$ cat src/hdl/slc_ram.sv
// Generic single-write, single-read RAM with registered read data.
module slc_ram #(
  parameter int WIDTH = 8,
  parameter int DEPTH = 16
) (
  input  logic                                   clk,
  input  logic                                   wr_en,
  input  logic [$clog2(DEPTH > 1 ? DEPTH : 2)-1:0] wr_addr,
  input  logic [WIDTH-1:0]                       wr_data,
  input  logic                                   rd_en,
  input  logic [$clog2(DEPTH > 1 ? DEPTH : 2)-1:0] rd_addr,
  output logic [WIDTH-1:0]                       rd_data
);

  logic [WIDTH-1:0] mem [DEPTH];

  always_ff @(posedge clk) begin
    if (wr_en) begin
      mem[wr_addr] <= wr_data;
    end
    if (rd_en) begin
      rd_data <= mem[rd_addr];
    end
  end

endmodule

$ cat config.mk
export PLATFORM = sky130hd
export DESIGN_NAME = slc_ram
export DESIGN_NICKNAME = d
export VERILOG_FILES = /design/src/hdl/slc_ram.sv
export SDC_FILE = /design/constraint.sdc
export NUM_CORES = 1
export LEC_CHECK = 0
export ABC_AREA = 0
export BUFFER_PORTS_ARGS = -buffer_cell sky130_fd_sc_hd__buf_4
export CAP_MARGIN = 20
export CORE_ASPECT_RATIO = 1.1
export CORE_UTILIZATION = 57
export CTS_BUF_LIST = sky130_fd_sc_hd__clkbuf_8
export CTS_CLUSTER_SIZE = 28
export DETAILED_ROUTE_END_ITERATION = 8
export PLACE_DENSITY = 0.76
export SYNTH_ARGS = -nofsm -noshare
export SYNTH_HDL_FRONTEND = slang
export SYNTH_SLANG_ARGS = --single-unit
$ cat constraint.sdc
create_clock -name clk -period 1.6 [get_ports clk]
set_input_delay 0.08 -clock clk [delete_from_list [all_inputs] [get_ports clk]]
set_output_delay 0.08 -clock clk [all_outputs]
set_load 0.1 [all_outputs]
==> impl_metrics.csv, run 1 <==
group,metric,value,unit
run_status,status,"complete, no violations",
layout,nets,317,
cts,cts_max_path_buffers,2,
critical_path,cp_max_fo,1,
critical_path,slowest_delay,540,ps
placed_design,pre_cts_ws,-32.7,ps
timing,worst_pin_slew,397,ps
logic_synthesis,synth_nets,248,
critical_path,crit_path_end_kind,"flop",
cts,cts.sinks,136,
layout,syn_to_final_growth,17.6,%
layout,finalNonFillerCells,425,
logic_synthesis,synth_edf_count,136,
layout,n_antenna_cell,0,
detailed_routing,avgRoutedWirePerCell,22.9,um
timing,setup_tns,0,ps
logic_synthesis,synth_fa_ha_area_share,0,%
power_and_ir_drop,p_leak,2.11,nW
detailed_routing,drtIter0Drc,191,
logic_synthesis,synth_top_area_cell,"edfxtp_1",
logic_synthesis,synth_top_area_share,78.1,%
critical_path,critPathKind,"flop to flop",
global_route,grt_antenna_before_repair,0,
cts,cts_resized,0,
global_route,globalRouteOverflowTotal,0,
logic_synthesis,synthDistinctLibCells,18,
detailed_routing,viasPerCell,5.96,
critical_path,reg2reg_depth,3,
layout,post-route-util,69.3,%
logic_synthesis,post_synth_inst_count,229,
global_route,grt_pass1_vias,2586,
global_route,track_usage,23.0,%
critical_path,crit_buf_inv,0,
cts,postCtsSetupRepairBufs,0,
logic_synthesis,synth.most_common_cell,"edfxtp_1",
critical_path,critPathSlowestCell,"mux4_1",
logic_synthesis,synth_ff_type,"edfxtp_1",
power_and_ir_drop,power.total,7.05,mW
timing,clock_skew,7.19,ps
placed_design,dp_hpwl,6450,um
floorplanning,core,8870,sq um
floorplanning,start_util,58.9,%
cts,clk_pin_slew,70,ps
cts,root_buffer,"clkbuf_8",
timing,relSlewSlack,73.6,%
logic_synthesis,syn_area,5230,sq um
timing,min_period,1530,ps
timing,fmax,0.654,GHz
flow_run,cap_violations,0,
worst_hold_path,hp-class,"input port to flop",
timing,fin_hold_ws,169,ps
cts,insertion_delay,430,ps
timing,finalHoldViolations,0,
critical_path,required,1760,ps
floorplanning,dieHeight,102,um
logic_synthesis,synth_seq_cells,136,
floorplanning,pin_count,27,
timing,fin_crit_sh,95.5,%
cts,cts_tree,"built",
layout,drive_above_1_share,30.9,%
global_route,grt_max_degree,17,
floorplanning,die_width,93.3,um
placed_design,place.gp.congestion,0.821,
logic_synthesis,synth_compound_area_share,2.30,%
critical_path,crit_path_start_kind,"flop",
timing,rsz0062_at_grt,"no",
timing,slew_viol_final,0,
worst_hold_path,hold_depth,3,
power_and_ir_drop,pwr_density_cell,1150,nW/um^2
placed_design,placed_cell_area,5700,sq um
floorplanning,rows,36,
detailed_routing,drt-total-wl,9750,um
logic_synthesis,synthArstFlopShare,0,%
global_route,grt_pass1_wl,14700,um
detailed_routing,vias,2531,
logic_synthesis,muxShareOfSynthArea,14.8,%
timing,setup_viol,0,
detailed_routing,drc,0,
critical_path,path_cells,"mux4_1, a22oi_1, nand2_1",
logic_synthesis,synth_common_cells,"136 x edfxtp_1, 18 x mux4_2, 16 x a22oi_1",
detailed_routing,ant_nets,0,
critical_path,critPathTopFamily,"multiplexers",
logic_synthesis,synth_seq_area_share,78.1,%
timing,layout_setup_ws,71.7,ps
logic_synthesis,ys_warn_count,0,
logic_synthesis,synth_top_family_by_area,"multiplexers",
cts,cts_inserted_buffers,17,
layout,design_area,6150,sq um
cts,htreeDepth,4,
logic_synthesis,synth.avg_cell_area,22.8,sq um
logic_synthesis,synth_area_leaders,"edfxtp_1 78%, mux4_2 7.8%, mux4_1 7.0%",
critical_path,cp.arrival,1690,ps
critical_path,cp.depth,3,
power_and_ir_drop,vdd_drop_max,0.633,mV
placed_design,dpl.cell_count,384,
placed_design,portBuffers,26,
detailed_routing,dr.pass1.iters,6,
logic_synthesis,synthSimpleGateAreaFrac,3.14,%
floorplanning,dieArea,9560,sq um
logic_synthesis,synth-xor-area-share,0,%
registers in the layout (all words and copies together) (netlist names):
signal	cells
mem	128
rd_data	8
cell families (layout without fill, tap and decap cells):
group / count (synthesis) / count (layout)
DFF: 136 / 136
and+or+nand+nor: 35 / 35
muxes: 32 / 32
AOI/OAI and AO/OA: 16 / 16
buffers and inverters: 10 / 92
final cells by class:
| cell class | count | area, sq um |
|---|---|---|
| Clock buffer | 17 | 234 |
| Clock inverter | 15 | 118 |
| Fill cell | 527 | 2730 |
| Multi-Input combinational cell | 83 | 1060 |
| Sequential cell | 136 | 4080 |
| Tap cell | 114 | 143 |
| Timing Repair Buffer | 60 | 510 |
worst paths after layout:
| path | start | endpoint | slack, ps |
|---|---|---|---|
| min | wr_addr[0] | mem[4][2] | 170 |
| max reg2reg | mem[6][0] | rd_data[0] | 70 |
| max | mem[6][0] | rd_data[0] | 70 |
| min reg2reg | mem[8][2] | rd_data[2] | 770 |
cell usage in the layout, fill, tap and decap left out:
master / count
a22oi_1: 16
clkbuf_8: 17
nand3b_1: 2
nor2_1: 13
edfxtp_1: 136
nand2b_1: 2
dlygate4sd3_1: 9
buf_12: 3
mux4_1: 14
bufinv_16: 2
buf_4: 48
and2_1: 1
clkinv_1: 5
nor3_1: 4
mux4_2: 18
inv_1: 1
nand2_1: 9
nand3_1: 1
nor2b_1: 1
or3b_2: 1
clkinv_2: 7
and2b_1: 1
what timing repair did:
item | CTS | global route
hold buffers | 9 | 0
setup endpoints to repair | 0 | 0
hold endpoints to repair | 136 | 0
layer usage:
layer | routed length [um] | track usage (%) | up-vias
met1 | 3830 | 29.3 | 1286
met4 | 254 | 13.1 | 0
li1 | - | - | 1116
met5 | 0 | 0 | -
met2 | 5080 | 36.5 | 109
met3 | 584 | 5.88 | 20
report_power, final:
part	leakage, nW	internal (mW)	switching [mW]
registers	1.24	4.01	0.0212
clock network	0.191	1.33	1.15
logic	0.678	0.205	0.334
total	2.11	5.54	1.51
worst reg2reg max path, delay by kind of cell (launching register included):
family / cells / cell delay (ps)
compound gates: 1 / 230
mux: 1 / 540
simple gates: 1 / 120
flops: 1 / 370
No activity file was read; power rests on OpenSTA's default activity.
==> run 2, diff against run 1 <==
Settings changed: ABC_AREA 0 to 1, RECOVER_POWER from default to 100.
==> impl_metrics.csv, run 2 <==
group,metric,value,unit
cts,cts_max_path_buffers,2,
power_and_ir_drop,vdd_drop_max,0.747,mV
floorplanning,core,9940,sq um
global_route,grt_max_degree,65,
timing,relSlewSlack,38.5,%
critical_path,cp.arrival,1260,ps
timing,fmax,0.747,GHz
logic_synthesis,synth.avg_cell_area,10.6,sq um
layout,nFillCells,749,
cts,htreeDepth,4,
cts,cts.sinks,136,
logic_synthesis,synth_top_area_share,69.8,%
floorplanning,start_util,58.8,%
layout,finalNonFillerCells,735,
layout,n_antenna_cell,0,
critical_path,cp_max_fo,1,
detailed_routing,drt-total-wl,12500,um
floorplanning,die_width,98.6,um
critical_path,required,1520,ps
worst_hold_path,worstHoldStart,"rd_addr[3]",
critical_path,r2r_end,"rd_data[6]",
timing,slew_viol_final,0,
logic_synthesis,synth_nets,570,
global_route,grt_antenna_before_repair,0,
run_status,status,"complete, no violations",
critical_path,reg2reg_depth,6,
power_and_ir_drop,p_sw_share,23.7,%
worst_hold_path,hp-class,"input port to flop",
critical_path,critPathSlowestCell,"clkbuf_2",
timing,fin_crit_sh,83.7,%
logic_synthesis,synth_area_leaders,"edfxtp_1 70%, nand2_1 11%, nand3_1 8.3%",
logic_synthesis,synth_seq_cells,136,
logic_synthesis,synth_common_cells,"173 x nand2_1, 136 x edfxtp_1, 100 x inv_1",
cts,clk_pin_slew,80,ps
floorplanning,dieArea,10700,sq um
placed_design,place.gp.congestion,0.804,
power_and_ir_drop,p_leak,2.80,nW
logic_synthesis,synth_top_area_cell,"edfxtp_1",
detailed_routing,dr.pass1.iters,5,
global_route,grt_pass1_vias,3842,
power_and_ir_drop,pwr_density_cell,1160,nW/um^2
logic_synthesis,synth_edf_count,136,
detailed_routing,ant_nets,0,
critical_path,slowest_delay,470,ps
placed_design,portBuffers,26,
logic_synthesis,synth.most_common_cell,"nand2_1",
logic_synthesis,synth_ff_type,"edfxtp_1",
flow_run,cap_violations,0,
global_route,grt_pass1_wl,19900,um
floorplanning,dieHeight,108,um
cts,root_buffer,"clkbuf_8",
critical_path,ff2ff_setup_slack,450,ps
layout,drive_above_1_share,8.78,%
power_and_ir_drop,p_sw,1.83,mW
logic_synthesis,post_synth_inst_count,551,
worst_hold_path,hold_end,"rd_data[2]",
power_and_ir_drop,p_int,5.86,mW
layout,syn_to_final_growth,13.2,%
critical_path,crit_path_start_kind,"flop",
timing,min_period,1340,ps
layout,final_common_cell,"nand2_1",
critical_path,critPathTopFamily,"buffers and inverters",
logic_synthesis,syn_area,5850,sq um
cts,insertion_delay,430,ps
global_route,track_usage,25.8,%
global_route,globalRouteOverflowTotal,0,
detailed_routing,avgRoutedWirePerCell,16.9,um
placed_design,dpl.cell_count,695,
power_and_ir_drop,comb_power_share,8.0,%
layout,nets,621,
timing,rsz0062_at_grt,"no",
timing,clock_skew,7.00,ps
worst_hold_path,hold_depth,3,
layout,largest_reg_flops,128,
layout,top_regs,"mem x128, rd_data x8",
layout,max_flop_register,"mem",
detailed_routing,drtIter0Drc,426,
floorplanning,rows,38,
timing,fin_hold_ws,44.8,ps
detailed_routing,drc,0,
floorplanning,pin_count,27,
logic_synthesis,ys_warn_count,0,
placed_design,dp_hpwl,7580,um
critical_path,path_cells,"clkbuf_2",
timing,setup_tns,0,ps
critical_path,crit_buf_inv,1,
logic_synthesis,synth_seq_area_share,69.8,%
critical_path,critPathKind,"flop to output port",
cts,postCtsSetupRepairBufs,0,
timing,finalHoldViolations,0,
cts,cts_inserted_buffers,17,
cts,cts_tree,"built",
layout,post-route-util,66.6,%
detailed_routing,viasPerCell,5.39,
layout,final_cell_mix,"173 x nand2_1, 136 x edfxtp_1, 100 x inv_1",
power_and_ir_drop,clkPwrFrac,39.6,%
timing,worst_pin_slew,923,ps
timing,setup_viol,0,
critical_path,rr_startpoint,"mem[9][6]",
logic_synthesis,synthDistinctLibCells,11,
power_and_ir_drop,seq_power_share,52.4,%
logic_synthesis,synthArstFlopShare,0,%
critical_path,crit_path_end_kind,"output port",
detailed_routing,vias,3961,
run 2: layer usage:
| layer | wire length [um] | vias to the layer above | GRT usage [%] |
|---|---|---|---|
| met5 | 0 | - | 0 |
| met4 | 367 | 0 | 11.7 |
| met3 | 1080 | 29 | 5.95 |
| met2 | 5970 | 222 | 40.4 |
| met1 | 5040 | 1833 | 34.9 |
| li1 | - | 1877 | - |
run 2: power groups by stage:
| stage | sequential (mW) | clock [mW] | combinational (mW) |
|---|---|---|---|
| 2_1_floorplan | 4.23 | 0 | 0.281 |
| 3_3_place_gp | 4.11 | 0 | 0.612 |
| 3_5_place_dp | 4.11 | 0 | 0.627 |
| 4_1_cts | 4.03 | 3.07 | 0.647 |
| 5_1_grt | 4.04 | 3.22 | 0.671 |
| 6_report | 4.03 | 3.04 | 0.617 |
run 2: metrics by stage:
| step | cell area [sq um] | total power [mW] | setup WS (ps) |
|---|---|---|---|
| 2_1_floorplan | 5850 | 4.51 | 569 |
| 3_3_place_gp | 6230 | 4.72 | 324 |
| 3_5_place_dp | 6230 | 4.74 | 302 |
| 4_1_cts | 6750 | 7.75 | 393 |
| 5_1_grt | 6620 | 7.93 | 210 |
| 6_report | 6620 | 7.69 | 262 |
run 2: repair_timing:
item                                   in CTS  in global routing
hold buffers                                8                  0
resized for setup                           0                  0
endpoints found under the hold margin     107                  0
run 2: layout make-up:
type,count,area [sq um],share of cell area (%)
Clock inverter,15,203,3.06
Multi-Input combinational cell,289,1210,18.3
Inverter,102,383,5.78
Clock buffer,17,234,3.53
Timing Repair Buffer,56,353,5.33
Sequential cell,136,4080,61.7
Tap cell,120,150,2.27
run 2: worst max path at each step:
| stage | from | to | slack [ps] | depth (start not counted) |
|---|---|---|---|---|
| after floorplan | wr_addr[2] | mem[10][0] | 570 | 2 |
| after global placement | rd_addr[2] | rd_data[6] | 320 | 6 |
| after detailed placement | rd_addr[2] | rd_data[6] | 300 | 6 |
| after CTS | rd_data[7] | rd_data[7] | 390 | 1 |
| after global routing | rd_data[7] | rd_data[7] | 210 | 1 |
| final | rd_data[7] | rd_data[7] | 260 | 1 |
run 2: kinds of logic after synthesis:
logic type    synth area share [%]
flops                         69.8
simple gates                  20.8
buf+inv                       9.39
