## config.mk

```make
export PLATFORM = sky130hd
export DESIGN_NAME = slc_ctrl
export DESIGN_NICKNAME = d
export VERILOG_FILES = /design/src/hdl/slc_pkg.sv /design/src/hdl/slc_ctrl.sv
export SDC_FILE = /design/constraint.sdc
export NUM_CORES = 1
export LEC_CHECK = 0
export ABC_AREA = 1
export BUFFER_PORTS_ARGS = -buffer_cell sky130_fd_sc_hd__buf_2
export CAP_MARGIN = 5
export CORE_MARGIN = 3
export CORE_UTILIZATION = 25
export CTS_BUF_LIST = sky130_fd_sc_hd__clkbuf_4 sky130_fd_sc_hd__clkbuf_8
export CTS_CLUSTER_DIAMETER = 50
export CTS_CLUSTER_SIZE = 25
export DETAILED_ROUTE_END_ITERATION = 12
export PLACE_DENSITY = 0.44
export SETUP_SLACK_MARGIN = 0.02
export SYNTH_ARGS = -nofsm -noshare
export SYNTH_HDL_FRONTEND = slang
export SYNTH_SLANG_ARGS = --single-unit
```

## constraint.sdc

```tcl
create_clock -name clk -period 4.1 [get_ports clk]
set_input_delay 1.23 -clock clk [delete_from_list [all_inputs] [get_ports clk]]
set_output_delay 1.23 -clock clk [all_outputs]
set_load 0.02 [all_outputs]
```

## src/hdl/slc_pkg.sv

```systemverilog
// Shared types, constants and codes for the set-associative LRU write-back cache.
package slc_pkg;

  localparam int DEF_MAX_WAYS = 8;
  localparam int DEF_MAX_SETS = 1024;
  localparam int DEF_TAG_BITS = 28;

  localparam int VICTIM_W   = 28;
  localparam int ADDR_W     = 32;
  localparam int OUT_DATA_W = 32;
  localparam int CFG_IDX_W  = 2;
  localparam int CFG_DATA_W = 4;

  localparam logic [CFG_IDX_W-1:0] CFG_BLOCK_OFFSET = 2'd0;
  localparam logic [CFG_IDX_W-1:0] CFG_INDEX_BITS   = 2'd1;
  localparam logic [CFG_IDX_W-1:0] CFG_WAYS_IN_USE  = 2'd2;

  localparam logic [2:0] OB_MIN     = 3'd4;
  localparam logic [2:0] OB_MAX     = 3'd6;
  localparam logic [2:0] OB_RESET   = 3'd4;
  localparam logic [3:0] IB_RESET   = 4'd6;
  localparam logic [3:0] WAYS_RESET = 4'd1;

  localparam logic CMD_READ  = 1'b0;
  localparam logic CMD_WRITE = 1'b1;

  typedef enum logic [2:0] {
    ST_CLEAR,
    ST_IDLE,
    ST_READ,
    ST_SCAN,
    ST_UPDATE
  } state_t;

  typedef struct packed {
    logic [2:0] block_offset_bits;
    logic [3:0] index_bits;
    logic [3:0] ways_in_use;
  } cfg_t;

  typedef struct packed {
    logic                hit;
    logic                evicted;
    logic                writeback;
    logic [VICTIM_W-1:0] victim_block;
  } result_t;

endpackage

```

## src/hdl/slc_ctrl.sv

```systemverilog
// Sequencer: clear, set read, way-by-way tag compare, LRU reorder and set write.
module slc_ctrl import slc_pkg::*; #(
  parameter int MAX_WAYS = DEF_MAX_WAYS,
  parameter int MAX_SETS = DEF_MAX_SETS,
  parameter int TAG_BITS = DEF_TAG_BITS
) (
  input  logic                                         clk,
  input  logic                                         rst,
  input  logic                                         in_valid,
  output logic                                         in_ready,
  input  logic                                         in_cmd,
  input  logic [ADDR_W-1:0]                            in_addr,
  input  cfg_t                                         cfg,
  output logic                                         res_valid,
  input  logic                                         res_ready,
  output result_t                                      res,
  output logic                                         mem_wr_en,
  output logic [$clog2(MAX_SETS > 1 ? MAX_SETS : 2)-1:0] mem_wr_addr,
  output logic [MAX_WAYS*(TAG_BITS+2)-1:0]             mem_wr_data,
  output logic                                         mem_rd_en,
  output logic [$clog2(MAX_SETS > 1 ? MAX_SETS : 2)-1:0] mem_rd_addr,
  input  logic [MAX_WAYS*(TAG_BITS+2)-1:0]             mem_rd_data
);

  localparam int MIB    = $clog2(MAX_SETS + 1) - 1;
  localparam int AW     = $clog2(MAX_SETS > 1 ? MAX_SETS : 2);
  localparam int PW     = (MAX_WAYS > 1) ? $clog2(MAX_WAYS) : 1;
  localparam int WCW    = $clog2(MAX_WAYS + 1);
  localparam int LINE_W = TAG_BITS + 2;
  localparam int V_BIT  = LINE_W - 1;
  localparam int D_BIT  = LINE_W - 2;

  state_t state, state_next;
  logic [AW-1:0] clr_cnt;

  logic [2:0]          ob_sat;
  logic [3:0]          ib_sat;
  logic [WCW-1:0]      w_sat;
  logic [ADDR_W-1:0]   blk;
  logic [ADDR_W-1:0]   set_mask;
  logic [ADDR_W-1:0]   tag_wide;

  logic                cmd_q;
  logic [AW-1:0]       set_q;
  logic [TAG_BITS-1:0] tag_q;
  logic [3:0]          ib_q;
  logic [WCW-1:0]      w_q;
  logic [PW-1:0]       pos;
  logic [WCW-1:0]      n_cnt;
  logic                found;
  logic [PW-1:0]       hit_pos;

  logic [MAX_WAYS-1:0][LINE_W-1:0] row, row_up, row_new;
  logic [LINE_W-1:0]   way_cur;
  logic                way_valid, tag_eq, pos_last;

  logic                full, new_dirty;
  logic [PW-1:0]       lo, hi;
  logic [LINE_W-1:0]   new_line;
  logic [63:0]         vwide;

  always_comb begin
    if (cfg.block_offset_bits < OB_MIN) begin
      ob_sat = OB_MIN;
    end else if (cfg.block_offset_bits > OB_MAX) begin
      ob_sat = OB_MAX;
    end else begin
      ob_sat = cfg.block_offset_bits;
    end
    if (int'(cfg.index_bits) > MIB) begin
      ib_sat = 4'(MIB);
    end else begin
      ib_sat = cfg.index_bits;
    end
    if (cfg.ways_in_use == 4'd0) begin
      w_sat = WCW'(1);
    end else if (int'(cfg.ways_in_use) > MAX_WAYS) begin
      w_sat = WCW'(MAX_WAYS);
    end else begin
      w_sat = WCW'(cfg.ways_in_use);
    end
  end

  assign blk      = in_addr >> ob_sat;
  assign set_mask = (ADDR_W'(1) << ib_sat) - ADDR_W'(1);
  assign tag_wide = blk >> ib_sat;

  // shared tag compare on the way under the scan pointer
  assign row       = mem_rd_data;
  assign way_cur   = row[pos];
  assign way_valid = way_cur[V_BIT];
  assign tag_eq    = (way_cur[TAG_BITS-1:0] == tag_q);
  assign pos_last  = ((WCW'(pos) + WCW'(1)) == w_q);

  assign row_up = row >> LINE_W;

  always_comb begin
    full = (n_cnt == w_q);
    if (found) begin
      lo        = hit_pos;
      hi        = PW'(n_cnt - WCW'(1));
      new_dirty = row[hit_pos][D_BIT] | (cmd_q == CMD_WRITE);
    end else if (!full) begin
      lo        = PW'(n_cnt);
      hi        = PW'(n_cnt);
      new_dirty = 1'b0;
    end else begin
      lo        = '0;
      hi        = PW'(n_cnt - WCW'(1));
      new_dirty = 1'b0;
    end
    new_line = {1'b1, new_dirty, tag_q};
    for (int q = 0; q < MAX_WAYS; q++) begin
      if (q == int'(hi)) begin
        row_new[q] = new_line;
      end else if (q >= int'(lo) && q < int'(hi)) begin
        row_new[q] = row_up[q];
      end else begin
        row_new[q] = row[q];
      end
    end
    vwide = (64'(row[0][TAG_BITS-1:0]) << ib_q) | 64'(set_q);
    res.hit          = found;
    res.evicted      = !found && full;
    res.writeback    = !found && full && row[0][D_BIT];
    res.victim_block = (!found && full) ? VICTIM_W'(vwide) : '0;
  end

  always_ff @(posedge clk) begin
    if (rst) begin
      state   <= ST_CLEAR;
      clr_cnt <= '0;
    end else begin
      state <= state_next;
      if (state == ST_CLEAR) begin
        clr_cnt <= clr_cnt + AW'(1);
      end
    end
  end

  always_ff @(posedge clk) begin
    unique case (state)
      ST_IDLE: begin
        if (in_valid) begin
          cmd_q <= in_cmd;
          set_q <= AW'(blk & set_mask);
          tag_q <= TAG_BITS'(tag_wide);
          ib_q  <= ib_sat;
          w_q   <= w_sat;
        end
      end
      ST_READ: begin
        pos   <= '0;
        n_cnt <= '0;
        found <= 1'b0;
      end
      ST_SCAN: begin
        if (way_valid) begin
          n_cnt <= WCW'(pos) + WCW'(1);
          if (!found && tag_eq) begin
            found   <= 1'b1;
            hit_pos <= pos;
          end
        end
        pos <= pos + PW'(1);
      end
      default: begin
      end
    endcase
  end

  always_comb begin
    state_next  = state;
    in_ready    = 1'b0;
    res_valid   = 1'b0;
    mem_wr_en   = 1'b0;
    mem_wr_addr = set_q;
    mem_wr_data = row_new;
    mem_rd_en   = 1'b0;
    mem_rd_addr = set_q;
    unique case (state)
      ST_CLEAR: begin
        mem_wr_en   = 1'b1;
        mem_wr_addr = clr_cnt;
        mem_wr_data = '0;
        if (clr_cnt == AW'(MAX_SETS - 1)) begin
          state_next = ST_IDLE;
        end
      end
      ST_IDLE: begin
        in_ready = 1'b1;
        if (in_valid) begin
          state_next = ST_READ;
        end
      end
      ST_READ: begin
        mem_rd_en  = 1'b1;
        state_next = ST_SCAN;
      end
      ST_SCAN: begin
        if (!way_valid || pos_last) begin
          state_next = ST_UPDATE;
        end
      end
      ST_UPDATE: begin
        res_valid = 1'b1;
        if (res_ready) begin
          mem_wr_en  = 1'b1;
          state_next = ST_IDLE;
        end
      end
      default: begin
        state_next = ST_IDLE;
      end
    endcase
  end

endmodule

```

==> flow_metrics.py <==
metrics = {
    "sta": {
        "drv_slew": 0,
        "fmax_ghz": 0.248,
        "worst_pin_slew_ns": 0.874,
        "fin_ws_ns": 0.0680,
        "rsz0062_at_grt": "true",
        "finalSetupViolCount": 0,
        "skew_ns": 0.0196,
        "period_needed_ns": 4.03,
        "relSlewSlack": 0.417,
        "finalHoldViolCount": 0,
        "final.period_utilization": 0.983,
    },
    "setup_path": {
        "rr_endpoint": "hit_pos[2]",
        "worstReg2RegStart": "pos[0]",
        "crit_path_max_fanout": 14,
        "worst-r2r-setup-slack_ns": 1.04,
        "cp-end-kind": "primary output",
        "required_ns": 2.87,
        "cp.arrival_ns": 2.80,
        "reg2regPathDepth": 13,
        "startpoint": "n_cnt[2]",
        "setup.worst_path.start_class": "flop",
        "crit_type": "flop to primary output",
    },
    "placed_design": {
        "preCtsSetupSlack_ns": 0.115,
        "dp_cells": 4520,
        "place_congestion": 0.915,
        "placed_area_um2": 20200,
        "hpwl_um": 78300,
        "port_buffers": 578,
    },
    "outcome": {
        "status": "finished, final reports clean",
    },
    "final_layout": {
        "drive_gt1_frac": 0.240,
        "final_common_cell": "nand2_1",
        "most-common-layout-cells": "930 x nand2_1, 589 x inv_1, 500 x buf_2",
        "fin_nets": 4023,
        "fin_area_um2": 22200,
        "area_growth_syn_to_layout_pct": 37.8,
        "fin_cells": 4595,
    },
    "synth": {
        "synth_area_um2": 16100,
        "synth_top_area_cell": "nand2_1",
        "yosysSeqAreaShare": 0.124,
        "syn-instance-count": 3225,
        "synth_top_cells_by_area": "nand2_1 22%, nand3_1 14%, inv_1 14%",
        "synth_top_area_frac": 0.221,
        "synth_cell_type_count": 35,
        "syn_nets": 3518,
        "ys_ff_latch": 71,
        "yosysWarningCount": 0,
        "postSynthAreaPerCell_um2": 5.00,
    },
    "clocking": {
        "clock_latency_ns": 0.40,
        "h-tree-depth": 3,
        "cts_buffer_depth": 2,
        "cts_buffers": 9,
        "clk_pin_slew_worst_paths_ns": 0.09,
        "cts_tree": "done",
        "cts-hold-fix-buffers": 0,
        "cts-root-buf": "clkbuf_8",
        "clkSinkCount": 71,
    },
    "route": {
        "routed_wl_um": 104000,
        "drt_pre_antenna_iters": 6,
        "drc": 0,
        "drtIter0Drc": 2546,
        "viasPerCell": 5.10,
        "wire_per_inst_um": 22.6,
        "drt.antenna.violating_nets": 0,
        "vias": 23443,
    },
    "min_path": {
        "holdCritPathClass": "flop to flop",
        "min_to": "clr_cnt[7]",
        "holdPathStages": 2,
        "min_from": "clr_cnt[7]",
    },
    "floorplan": {
        "initial_core_util": 0.254,
        "die_w_um": 260,
        "fp-row-count": 92,
        "die_area_um2": 67600,
        "ioPinCount": 583,
        "die_h_um": 260,
        "core_um2": 63400,
    },
    "pwr": {
        "p_leak_nw": 13.4,
        "pwr_density_cell_nw_per_um2": 101,
        "vdd_drop_max_v": 0.000104,
    },
    "global_route": {
        "grt.total_usage": 0.279,
        "grt_pass1_vias": 20781,
        "grt_overflow": 0,
        "grt_max_degree": 89,
        "antenna_found_initial": 27,
        "grt_pass1_wl_um": 141000,
    },
    "flow_run": {
        "maxCapViolations": 0,
    },
}
-- registers in the layout, indices dropped and copies added, names as in the netlist --
register     count
clr_cnt         10
state            3
ib_q             4
n_cnt            4
pos              3
hit_pos          3
w_q              4
found            1
cmd_q            1
mem_rd_addr     10
tag_q           28
-- report_power, final --
part,internal (mW),total (mW),switching (mW)
Clock,0.292,0.599,0.307
Sequential,0.787,0.789,0.00202
Combinational,0.313,0.866,0.553
Total,1.39,2.25,0.862
-- logic make-up after synthesis --
group | synth area share
xor+xnor | 0.00489
fa+ha+maj | 0.00388
flops | 0.124
buf+inv | 0.209
compound gates | 0.240
mux | 0.00559
simple gates | 0.413
-- layout make-up --
cell class / instances / area [um2]
fillers: 7465 / 41200
multi-input cells: 2305 / 11500
repair buffers: 730 / 5110
inverters: 613 / 2320
flip-flops and latches: 71 / 2000
well taps: 846 / 1060
clock buffers: 10 / 131
clock inverters: 6 / 70.1
diodes: 14 / 35.0
-- worst max path at each step --
| stage | cells after the start | slack (ns) | end |
|---|---|---|---|
| floorplan | 14 | 0.33 | mem_wr_data[27] |
| CTS | 14 | 0.0003 | mem_wr_data[28] |
| detailed placement | 14 | 0.12 | res[27] |
| global route | 20 | -0.08 | mem_wr_data[148] |
| global placement | 10 | 0.09 | res[14] |
| finish | 15 | 0.07 | mem_wr_data[177] |
-- through the flow --
stage                     setup TNS (ns)   util  hold slack, ns  power, mW
after CTS                              0  0.332           0.491       2.26
after floorplan                        0      -           0.424       1.24
final                                  0  0.350           0.486       2.25
after global placement                 0  0.318           0.472       1.65
after detailed placement               0  0.318           0.477       1.65
after global routing               -2.85  0.350           0.521       2.39
-- synth_stat cells (all sizes together) --
| master | instances |
|---|---|
| a31oi | 67 |
| ha | 5 |
| dfxtp | 13 |
| nand3b | 2 |
| edfxtp | 58 |
| nand2 | 963 |
| o21ai | 425 |
| a22oi | 3 |
| nor2 | 145 |
| nand3 | 456 |
| nor4 | 2 |
| o211ai | 107 |
| xnor2 | 3 |
| mux2i | 9 |
| clkbuf | 127 |
| xor2 | 6 |
| o21a | 1 |
| o211a | 1 |
| inv | 609 |
| or2 | 4 |
| a21oi | 97 |
| buf | 109 |
| clkinv | 4 |
| nor3 | 9 |
-- worst max-delay path, cell delays in order, from the launching register on --
cell	delay (ns)
edfxtp_1	0.43
nand2_1	0.09
nand2_1	0.06
nor2_2	0.16
nand2_4	0.08
ha_4	0.22
o21ai_4	0.18
inv_2	0.09
nor2_4	0.22
nand2_4	0.18
clkbuf_16	0.24
o21ai_1	0.13
inv_1	0.06
nand2_1	0.06
inv_1	0.05
buf_2	0.15
-- per-layer routing --
metal,global-route usage,vias up,routed length [um]
met5,0,-,103
li1,-,11325,-
met4,0.0888,18,3700
met1,0.370,10782,42800
met2,0.466,1130,49100
met3,0.0375,188,8310
-- what timing repair did --
action	4_1_cts	5_1_grt
cloned	4	14
gates resized for setup	90	256
endpoints found under the setup margin	186	231
pin swaps	7	47
setup buffers	14	15
(Power assumes the default switching activity.)
